$ cat src/umf_pkg.sv
`timescale 1ns / 1ps
// ----------------------------------------------------------------------------
// umf_pkg
// shared types and constants of the unique mode finder
// ----------------------------------------------------------------------------
package umf_pkg;

  localparam int SAMPLE_W    = 32;
  localparam int MODE_CNT_W  = 7;
  localparam int OUT_DATA_W  = 40;

  // command from the front to the back
  typedef struct packed {
    logic [SAMPLE_W-1:0] sample;
    logic                store;     // value goes into the buffer
    logic                last;      // closes the set
    logic                overflow;  // some value of the set was dropped
  } cmd_t;

endpackage

$ cat src/umf_front.sv
`timescale 1ns / 1ps
// ----------------------------------------------------------------------------
// umf_front
// accepts values and decides store or drop against the buffer depth
// ----------------------------------------------------------------------------
module umf_front #(
  parameter int DEPTH = 64
) (
  input  logic                          clk,
  input  logic                          rst,
  input  logic                          s_tvalid,
  output logic                          s_tready,
  input  logic [umf_pkg::SAMPLE_W-1:0]  s_tdata,
  input  logic                          s_tlast,
  input  logic                          q_full,
  output logic                          q_push,
  output umf_pkg::cmd_t                 q_cmd
);

  localparam int CW = $clog2(DEPTH + 1);

  logic [CW-1:0] fill_count;
  logic          dropped_flag;
  logic          store;
  logic          ovf;

  assign s_tready = !q_full;
  assign q_push   = s_tvalid && s_tready;
  assign store    = fill_count < CW'(DEPTH);
  assign ovf      = dropped_flag || !store;

  always_comb begin
    q_cmd.sample   = s_tdata;
    q_cmd.store    = store;
    q_cmd.last     = s_tlast;
    q_cmd.overflow = ovf;
  end

  always_ff @(posedge clk) begin
    if (rst) begin
      fill_count   <= '0;
      dropped_flag <= 1'b0;
    end else if (q_push) begin
      if (s_tlast) begin
        fill_count   <= '0;
        dropped_flag <= 1'b0;
      end else begin
        fill_count   <= fill_count + CW'(store);
        dropped_flag <= ovf;
      end
    end
  end

endmodule

$ cat src/umf_queue.sv
`timescale 1ns / 1ps
// ----------------------------------------------------------------------------
// umf_queue
// two-entry command queue between front and back
// ----------------------------------------------------------------------------
module umf_queue (
  input  logic          clk,
  input  logic          rst,
  input  logic          push,
  input  umf_pkg::cmd_t cmd_in,
  output logic          full,
  input  logic          pop,
  output umf_pkg::cmd_t cmd_out,
  output logic          empty
);

  umf_pkg::cmd_t entry [2];
  logic          wr_ptr;
  logic          rd_ptr;
  logic [1:0]    count;

  assign full    = count == 2'd2;
  assign empty   = count == 2'd0;
  assign cmd_out = entry[rd_ptr];

  always_ff @(posedge clk) begin
    if (push) entry[wr_ptr] <= cmd_in;
  end

  always_ff @(posedge clk) begin
    if (rst) begin
      wr_ptr <= 1'b0;
      rd_ptr <= 1'b0;
      count  <= 2'd0;
    end else begin
      if (push) wr_ptr <= !wr_ptr;
      if (pop)  rd_ptr <= !rd_ptr;
      count <= count + 2'(push) - 2'(pop);
    end
  end

endmodule

$ cat src/umf_back.sv
`timescale 1ns / 1ps
// ----------------------------------------------------------------------------
// umf_back
// buffers the values and scans for the mode when the set closes
// ----------------------------------------------------------------------------
module umf_back #(
  parameter int DEPTH = 64
) (
  input  logic                            clk,
  input  logic                            rst,
  input  logic                            cmd_valid,
  input  umf_pkg::cmd_t                   cmd,
  output logic                            pop,
  output logic                            m_tvalid,
  input  logic                            m_tready,
  output logic [umf_pkg::OUT_DATA_W-1:0]  m_tdata
);

  localparam int CW = $clog2(DEPTH + 1);
  localparam int AW = (DEPTH > 1) ? $clog2(DEPTH) : 1;

  typedef enum logic [5:0] {
    ST_IDLE  = 6'b000001,
    ST_KEY   = 6'b000010,
    ST_LATCH = 6'b000100,
    ST_SCAN  = 6'b001000,
    ST_EVAL  = 6'b010000,
    ST_EMIT  = 6'b100000
  } state_t;

  state_t                         state;
  logic [umf_pkg::SAMPLE_W-1:0]   mem [DEPTH];
  logic [umf_pkg::SAMPLE_W-1:0]   rd_data;
  logic [AW-1:0]                  rd_addr;
  logic                           mem_we;
  logic [CW-1:0]                  wr_ptr;
  logic [CW-1:0]                  n_vals;
  logic [CW-1:0]                  idx_i;
  logic [CW-1:0]                  idx_j;
  logic [CW-1:0]                  cnt;
  logic [CW-1:0]                  best_cnt;
  logic [umf_pkg::SAMPLE_W-1:0]   best_val;
  logic [umf_pkg::SAMPLE_W-1:0]   key;
  logic                           tie;
  logic                           overflow;
  logic                           match;
  logic                           out_free;
  logic [CW+umf_pkg::MODE_CNT_W-1:0] cnt_ext;

  assign pop      = (state == ST_IDLE) && cmd_valid;
  assign mem_we   = pop && cmd.store;
  assign match    = rd_data == key;
  assign out_free = !m_tvalid || m_tready;
  assign cnt_ext  = {{umf_pkg::MODE_CNT_W{1'b0}}, best_cnt};

  always_comb begin
    case (state)
      ST_KEY:  rd_addr = idx_i[AW-1:0];
      ST_SCAN: rd_addr = idx_j[AW-1:0];
      default: rd_addr = '0;
    endcase
  end

  always_ff @(posedge clk) begin
    if (mem_we) mem[wr_ptr[AW-1:0]] <= cmd.sample;
    rd_data <= mem[rd_addr];
  end

  always_ff @(posedge clk) begin
    if (rst) begin
      state    <= ST_IDLE;
      wr_ptr   <= '0;
      m_tvalid <= 1'b0;
    end else begin
      if (state == ST_EMIT && out_free) begin
        m_tvalid <= 1'b1;
      end else if (m_tready) begin
        m_tvalid <= 1'b0;
      end
      case (state)
        ST_IDLE: begin
          if (pop) begin
            if (cmd.last) begin
              n_vals   <= wr_ptr + CW'(cmd.store);
              overflow <= cmd.overflow;
              wr_ptr   <= '0;
              idx_i    <= '0;
              best_cnt <= '0;
              best_val <= '0;
              tie      <= 1'b0;
              state    <= ST_KEY;
            end else begin
              wr_ptr <= wr_ptr + CW'(cmd.store);
            end
          end
        end
        ST_KEY: begin
          state <= ST_LATCH;
        end
        ST_LATCH: begin
          key   <= rd_data;
          cnt   <= '0;
          idx_j <= CW'(1);
          state <= ST_SCAN;
        end
        ST_SCAN: begin
          cnt <= cnt + CW'(match);
          if (idx_j == n_vals) begin
            state <= ST_EVAL;
          end else begin
            idx_j <= idx_j + CW'(1);
          end
        end
        ST_EVAL: begin
          if (cnt > best_cnt) begin
            best_cnt <= cnt;
            best_val <= key;
            tie      <= 1'b0;
          end else if (cnt == best_cnt && key != best_val) begin
            tie <= 1'b1;
          end
          idx_i <= idx_i + CW'(1);
          if (idx_i + CW'(1) == n_vals) begin
            state <= ST_EMIT;
          end else begin
            state <= ST_KEY;
          end
        end
        ST_EMIT: begin
          if (out_free) begin
            m_tdata  <= {overflow,
                         tie ? {umf_pkg::MODE_CNT_W{1'b0}}
                             : cnt_ext[umf_pkg::MODE_CNT_W-1:0],
                         best_val};
            state    <= ST_IDLE;
          end
        end
        default: begin
          state <= ST_IDLE;
        end
      endcase
    end
  end

endmodule

$ cat src/unique_mode_finder.sv
`timescale 1ns / 1ps
// ----------------------------------------------------------------------------
// unique_mode_finder
// statistical mode of a set of signed 32-bit values, with tie detection
// ----------------------------------------------------------------------------
// values arrive one per transaction on the slave side, tlast closing the set.
// up to DEPTH values are buffered; later ones are dropped and reported as
// overflow. after the closing value one result leaves on the master side:
// the first value to reach the highest occurrence count, that count, or 0
// when another value shares it. values are loaded while the back is idle. the
// scan compares every stored value against the whole buffer through the
// single read port of the value store. the front keeps taking values into a
// two-entry queue while the back scans, until the queue is full, and a
// finished result waits in the output register.
// ----------------------------------------------------------------------------
module unique_mode_finder #(
  parameter int DEPTH = 64
) (
  input  logic        clk,
  input  logic        rst,
  input  logic        s_tvalid,
  output logic        s_tready,
  input  logic [31:0] s_tdata,   // sample[31:0]
  input  logic        s_tlast,   // last
  output logic        m_tvalid,
  input  logic        m_tready,
  output logic [39:0] m_tdata    // mode_value[31:0], mode_count[38:32], overflow[39]
);

  // commands between the front and the back
  umf_pkg::cmd_t push_cmd;
  umf_pkg::cmd_t pop_cmd;
  logic          q_push;
  logic          q_full;
  logic          q_pop;
  logic          q_empty;

  // front: store or drop decision per transaction
  umf_front #(
    .DEPTH (DEPTH)
  ) u_front (
    .clk      (clk),
    .rst      (rst),
    .s_tvalid (s_tvalid),
    .s_tready (s_tready),
    .s_tdata  (s_tdata),
    .s_tlast  (s_tlast),
    .q_full   (q_full),
    .q_push   (q_push),
    .q_cmd    (push_cmd)
  );

  // short queue decoupling the two sides
  umf_queue u_queue (
    .clk     (clk),
    .rst     (rst),
    .push    (q_push),
    .cmd_in  (push_cmd),
    .full    (q_full),
    .pop     (q_pop),
    .cmd_out (pop_cmd),
    .empty   (q_empty)
  );

  // back: buffer, counting scan and output register
  umf_back #(
    .DEPTH (DEPTH)
  ) u_back (
    .clk       (clk),
    .rst       (rst),
    .cmd_valid (!q_empty),
    .cmd       (pop_cmd),
    .pop       (q_pop),
    .m_tvalid  (m_tvalid),
    .m_tready  (m_tready),
    .m_tdata   (m_tdata)
  );

endmodule
$ cat config.mk
export PLATFORM = sky130hd
export DESIGN_NAME = unique_mode_finder
export DESIGN_NICKNAME = d
export VERILOG_FILES = /design/src/umf_pkg.sv /design/src/umf_front.sv /design/src/umf_queue.sv /design/src/umf_back.sv /design/src/unique_mode_finder.sv
export SDC_FILE = /design/constraint.sdc
export NUM_CORES = 2
export LEC_CHECK = 0
export BUFFER_PORTS_ARGS = -buffer_cell sky130_fd_sc_hd__buf_4
export CAP_MARGIN = 20
export CORE_ASPECT_RATIO = 1.25
export CORE_UTILIZATION = 50
export CTS_CLUSTER_DIAMETER = 40
export DETAILED_ROUTE_END_ITERATION = 6
export PLACE_DENSITY = 0.74
export SYNTH_ARGS = -nofsm -noshare
export SYNTH_HDL_FRONTEND = slang
export SYNTH_SLANG_ARGS = --single-unit
$ cat constraint.sdc
create_clock -name clk -period 6.2 [get_ports clk]
set_input_delay 0.62 -clock clk [delete_from_list [all_inputs] [get_ports clk]]
set_output_delay 0.62 -clock clk [all_outputs]
set_load 0.02 [all_outputs]
# Word-level counts from Yosys, hierarchy flattened
# Memory sizes are Yosys's and may differ from the RTL's. A register that Yosys moved wholly into a read port is not among the register bits.
# Cells that the tools add are included.
# W data, S select, Z words.
# word_totals
regBits	167
ram_bits	2118
input_bits	37
out_inout_bits	42
word_cells	112
mem_count	2
# classes
n_addsub	7
magnitude_cmp	2
n_eq_ne	19
mux	35
n_bitwise	1
reduce_logical	27
# mem_list
name	depth	width	rd	rd_ports_with_merged_regs	wr	line_no	rtl
u_back.mem	64	32	1	1	1	umf_back.sv:32	logic [umf_pkg::SAMPLE_W-1:0] mem [DEPTH];
u_queue.entry	2	35	1	1	1	umf_queue.sv:17	umf_pkg::cmd_t entry [2];
# ops
cell	n
$mux W32	3
$pmux W32 S2	1
$pmux W7 S2	4
$mux W7	6
$pmux W6 S6	1
$eq A32 B32 Y1	1
$ne A32 B32 Y1	1
$mux W6	5
$add A7 B1 Y7	3
$eq A7 B7 Y1	3
$add A7 B1 Y7 const B	2
$mux W1	13
$pmux W6 S2	1
$reduce_and A4 Y1	3
$reduce_and A5 Y1	2
$ne A2 B1 Y1 const B	4
$gt A7 B7 Y1	1
$lt A7 B7 Y1 const B	1
$eq A6 B1 Y1 const B	1
$eq A6 B2 Y1 const B	1
$eq A6 B3 Y1 const B	1
$eq A6 B4 Y1 const B	1
$eq A6 B5 Y1 const B	1
$eq A6 B6 Y1 const B	1
14 further kinds	30

# Longest topological paths before layout
# depth
ltp_word	6
depth_mapped	12
ltp_nobuf	10

# By module
# Synthesis repeated with hierarchy kept, for this count alone.
# hier_totals
hier_cells	5979
hier_area_um2	94607.0
# modules_own_cells
module	n_inst	cells_per_inst	area_each_um2	seq_area_each_um2
umf_back	1	5770	91048.6	66653.9
umf_queue	1	130	2896.5	2202.1
umf_front	1	78	658.1	160.2
unique_mode_finder	1	1	3.8	0.0

# Worst setup path after synthesis
# No wires, ideal clock.
# synth_path
path_kind	register to register
startpoint	reg u_back.state[5]
endpoint	reg u_back.key[0] (netlist bit) (enable)
setup_ns	0.513
arrival_time_ns	4.391
required_ns	5.687
slack_ns	1.297
path_stages_with_launch	4
n_path_buf	1
synth_period_minus_slack_ns	4.903
cell_sequence	dfxtp_1 -> buf_4 -> or4_4 -> nor4b_1
# synth_via
elab_chain_len	2
# synth_rtl
element	line_no	rtl
start: declaration	umf_back.sv:31	state_t state;
start signal: assignment	umf_back.sv:71	state <= ST_IDLE;
start signal: assignment	umf_back.sv:91	state <= ST_KEY;
start signal: assignment	umf_back.sv:98	state <= ST_LATCH;
$eq A6 B3 Y1	umf_back.sv:80	case (state)
$reduce_and A2 Y1 (no source line)	-	
end signal: assignment	umf_back.sv:101	key <= rd_data;
end: declaration	umf_back.sv:43	logic [umf_pkg::SAMPLE_W-1:0] key;
# No other way between the ends.
# A chain may end at the register's enable or synchronous reset.

# Final worst setup path
# layout_path
startpoint	reg u_back.state[5]
endpoint	reg u_back.rd_data[11] (netlist bit) (read register of u_back.mem)
# layout_via
elab_chain_len	2
elab_cells_between_ends	3
classes_between	eq/ne (2); mux (1)
# layout_rtl
element	line_no	rtl
$eq A6 B4 Y1 / $eq A6 B2 Y1 (equally long branches)	umf_back.sv:57	case (state)
$pmux W6 S2 *	umf_back.sv:57	
end: declaration	umf_back.sv:33	logic [umf_pkg::SAMPLE_W-1:0] rd_data;
# Mark *: on every way between the ends. The rest lies on a longest branch, timed or not.

==> reports/metrics.yaml <==
worst_setup_path:
  critPathKind: "reg -> reg"
  crit_fanout: 50
  cp.arrival_ns: 5.77
  cp_top_family: "compound AO/OA/AOI/OAI gates"
  reg2reg_setup_slack_ns: 1.11
  critPathLaunchType: "register"
  path_cells: "nor2_1 > a32oi_4 > buf_4 > mux2i_1 > a222oi_1 > a32oi_1 > nand3_1 > nand4b_1"
  slowest_stage: "a32oi_1"
  timing.critical_path.buf_inv: 1
  max_stage_delay_ns: 1.24
  cp-end-kind: "register"
  critPathRequiredTime_ns: 6.87
global_routing:
  track_usage_pct: 26.8
  grt_max_degree: 148
  grt_pass1_vias: 51143
  grt_pass1_wl_um: 351000
  antenna_found_initial: 13
  overflow: 0
outcome:
  outcome: "finished, violations left"
  failed_checks: "DRC, slew limit"
finish:
  postLayoutCoreUtil_pct: 56.9
  drive_above_1_share_pct: 10.5
  fillers: 13111
  nNetsFinal: 6183
  syn_to_final_growth_pct: 12.9
sta:
  fin_worst_skew_ns: 0.0685
  finalHoldViolCount: 0
  tns_ns: 0
  min_period_ns: 5.09
  worstMarginPinSlew_ns: 1.51
  finalCritPeriodShare_pct: 82.1
  setup_viol: 0
  rsz0062_at_grt: "no"
  slew_headroom_pct: -0.823
  slew_violations: 1
  max_freq_mhz: 196
clock_tree:
  path_clk_slew_ns: 0.06
  numCtsBuffers: 217
  clk_path_buf_depth: 3
  clock-sinks: 2318
  htreeDepth: 4
  cts_resized: 0
  cts_tree: "done"
  cts-root-buf: "clkbuf_16"
  postCtsSetupBuffers: 0
  clk-insertion-delay-late_ns: 0.90
route:
  routedWlPerCell_um: 28.3
  wl_um: 246000
  vias: 53970
  vias_per_cell: 6.21
  antenna_left: 0
  drc_errors: 3
  drt_iter0_drc: 8725
  drt_first_pass_iters: 7
synthesis:
  synth_area_per_cell_um2: 14.9
  syn-num-nets: 6075
  ys_async_sr_fraction_pct: 0
  ys.flop_type: "edfxtp_1"
  yosysMostFrequentCell: "edfxtp_1"
  synth_area_leaders: "edfxtp_1 76%, nand2_1 6.2%, mux2i_1 3.4%"
  syn_area_um2: 89500
  post-synth-top-area-cell: "edfxtp_1"
  synth_commonest_cells: "2259 x edfxtp_1, 1483 x nand2_1, 468 x nand3_1"
  synth_edf_count: 2259
  synth-seq-cells: 2318
  synth-warning-count: 0
  synth_cells: 6021
  ys_seq_area_share_pct: 77.1
  synth.distinct_cells: 62
  synth_top_area_share_pct: 75.8
die:
  initial_core_util_pct: 50.3
  pin_count: 79
  rows: 173
  die_area_um2: 181000
  dieWidth_um: 380
  die_h_um: 475
  coreArea_um2: 178000
placement:
  dp_hpwl_um: 142000
  place.gp.congestion: 0.957
  io_buffers: 78
power:
  power_density_nw_per_um2: 364
  irDropWorstVdd_v: 0.000299
  p_leak_nw: 34.6
hold_path:
  min-delay-path-class: "in -> reg"
job:
  cap_violations: 0
==> cell type report <==
class	instances	area, um^2	share of cell area, %
clock inverters	133	1410	1.40
well taps	2362	2960	2.92
clock buffers	274	5720	5.66
repair buffers	250	2410	2.39
multi-input cells	3324	19500	19.3
inverters	18	67.6	0.0669
diodes	5	12.5	0.0124
flip-flops and latches	2318	69000	68.3
==> repair_timing <==
item,CTS,global route
hold buffers,34,0
setup endpoints to repair,0,0
hold endpoints to repair,67,0
==> worst paths after layout <==
path / cells after the start / endpoint / start
worst max-delay path: 8 / u_back.rd_data[11] / u_back.state[5]
worst min-delay path: 2 / u_queue.wr_ptr / rst
worst max register to register: 8 / u_back.rd_data[11] / u_back.state[5]
worst min register to register: 0 / u_back.m_tdata[39] / u_back.overflow
==> sequential cells by signal, indices dropped and copies added, names as in the netlist, named ones only <==
register              count
u_back.tie                1
u_back.cnt                7
u_queue.wr_ptr            1
u_back.key               32
u_back.idx_j              7
u_back.rd_data           32
u_back.overflow           1
u_back.wr_ptr             7
u_queue.rd_ptr            1
u_back.idx_i              7
u_back.state              6
u_back.best_cnt           7
u_front.fill_count        7
u_queue.count             2
u_back.mem             2048
u_queue.entry            70
u_front.dropped_flag      1
u_back.m_tvalid           1
u_back.best_val          32
u_back.m_tdata           40
u_back.n_vals             7
==> layout by cell type (no fill, tap or decap), types with 68 or more instances in the layout <==
cell type / n
edfxtp_1: 2259
nand2_1: 1483
nand3_1: 468
mux2i_1: 302
clkbuf_16: 218
nand4_1: 209
a32oi_1: 198
buf_4: 181
a31oi_1: 127
nor2_4: 68
==> stage by stage <==
step	setup WS (ns)	cell area, um^2	hold WS, ns	power (mW)	instances
after floorplan	1.30	89500	0.400	21.4	6021
after global placement	1.50	93400	0.414	23.6	8229
after detailed placement	1.48	93400	0.420	23.7	8231
after CTS	1.37	101000	0.0949	36.7	8672
after global routing	1.27	101000	0.130	37.6	8682
final	1.11	101000	0.141	36.8	8684
==> report_power, final <==
group / internal, mW / total [mW] / switching [mW]
clock: 7.39 / 13.3 / 5.87
combinational: 0.896 / 4.37 / 3.48
sequential: 18.8 / 19.2 / 0.400
==> cell families after synthesis <==
family / Yosys count / share of synthesized area (%)
buf+inv: 379 / 1.96
simple gates: 2443 / 12.1
mux: 336 / 3.81
fa+ha+maj: 17 / 0.238
compound gates: 420 / 3.71
xor+xnor: 108 / 1.06
flops: 2318 / 77.1
==> layer usage <==
| metal | routed length (um) | track usage (%) |
|---|---|---|
| met1 | 88900 | 35.9 |
| met2 | 110000 | 40.0 |
| met4 | 16900 | 16.8 |
| met3 | 29300 | 5.68 |
| met5 | 53 | 0 |
Power figures use the tool's default switching activity.
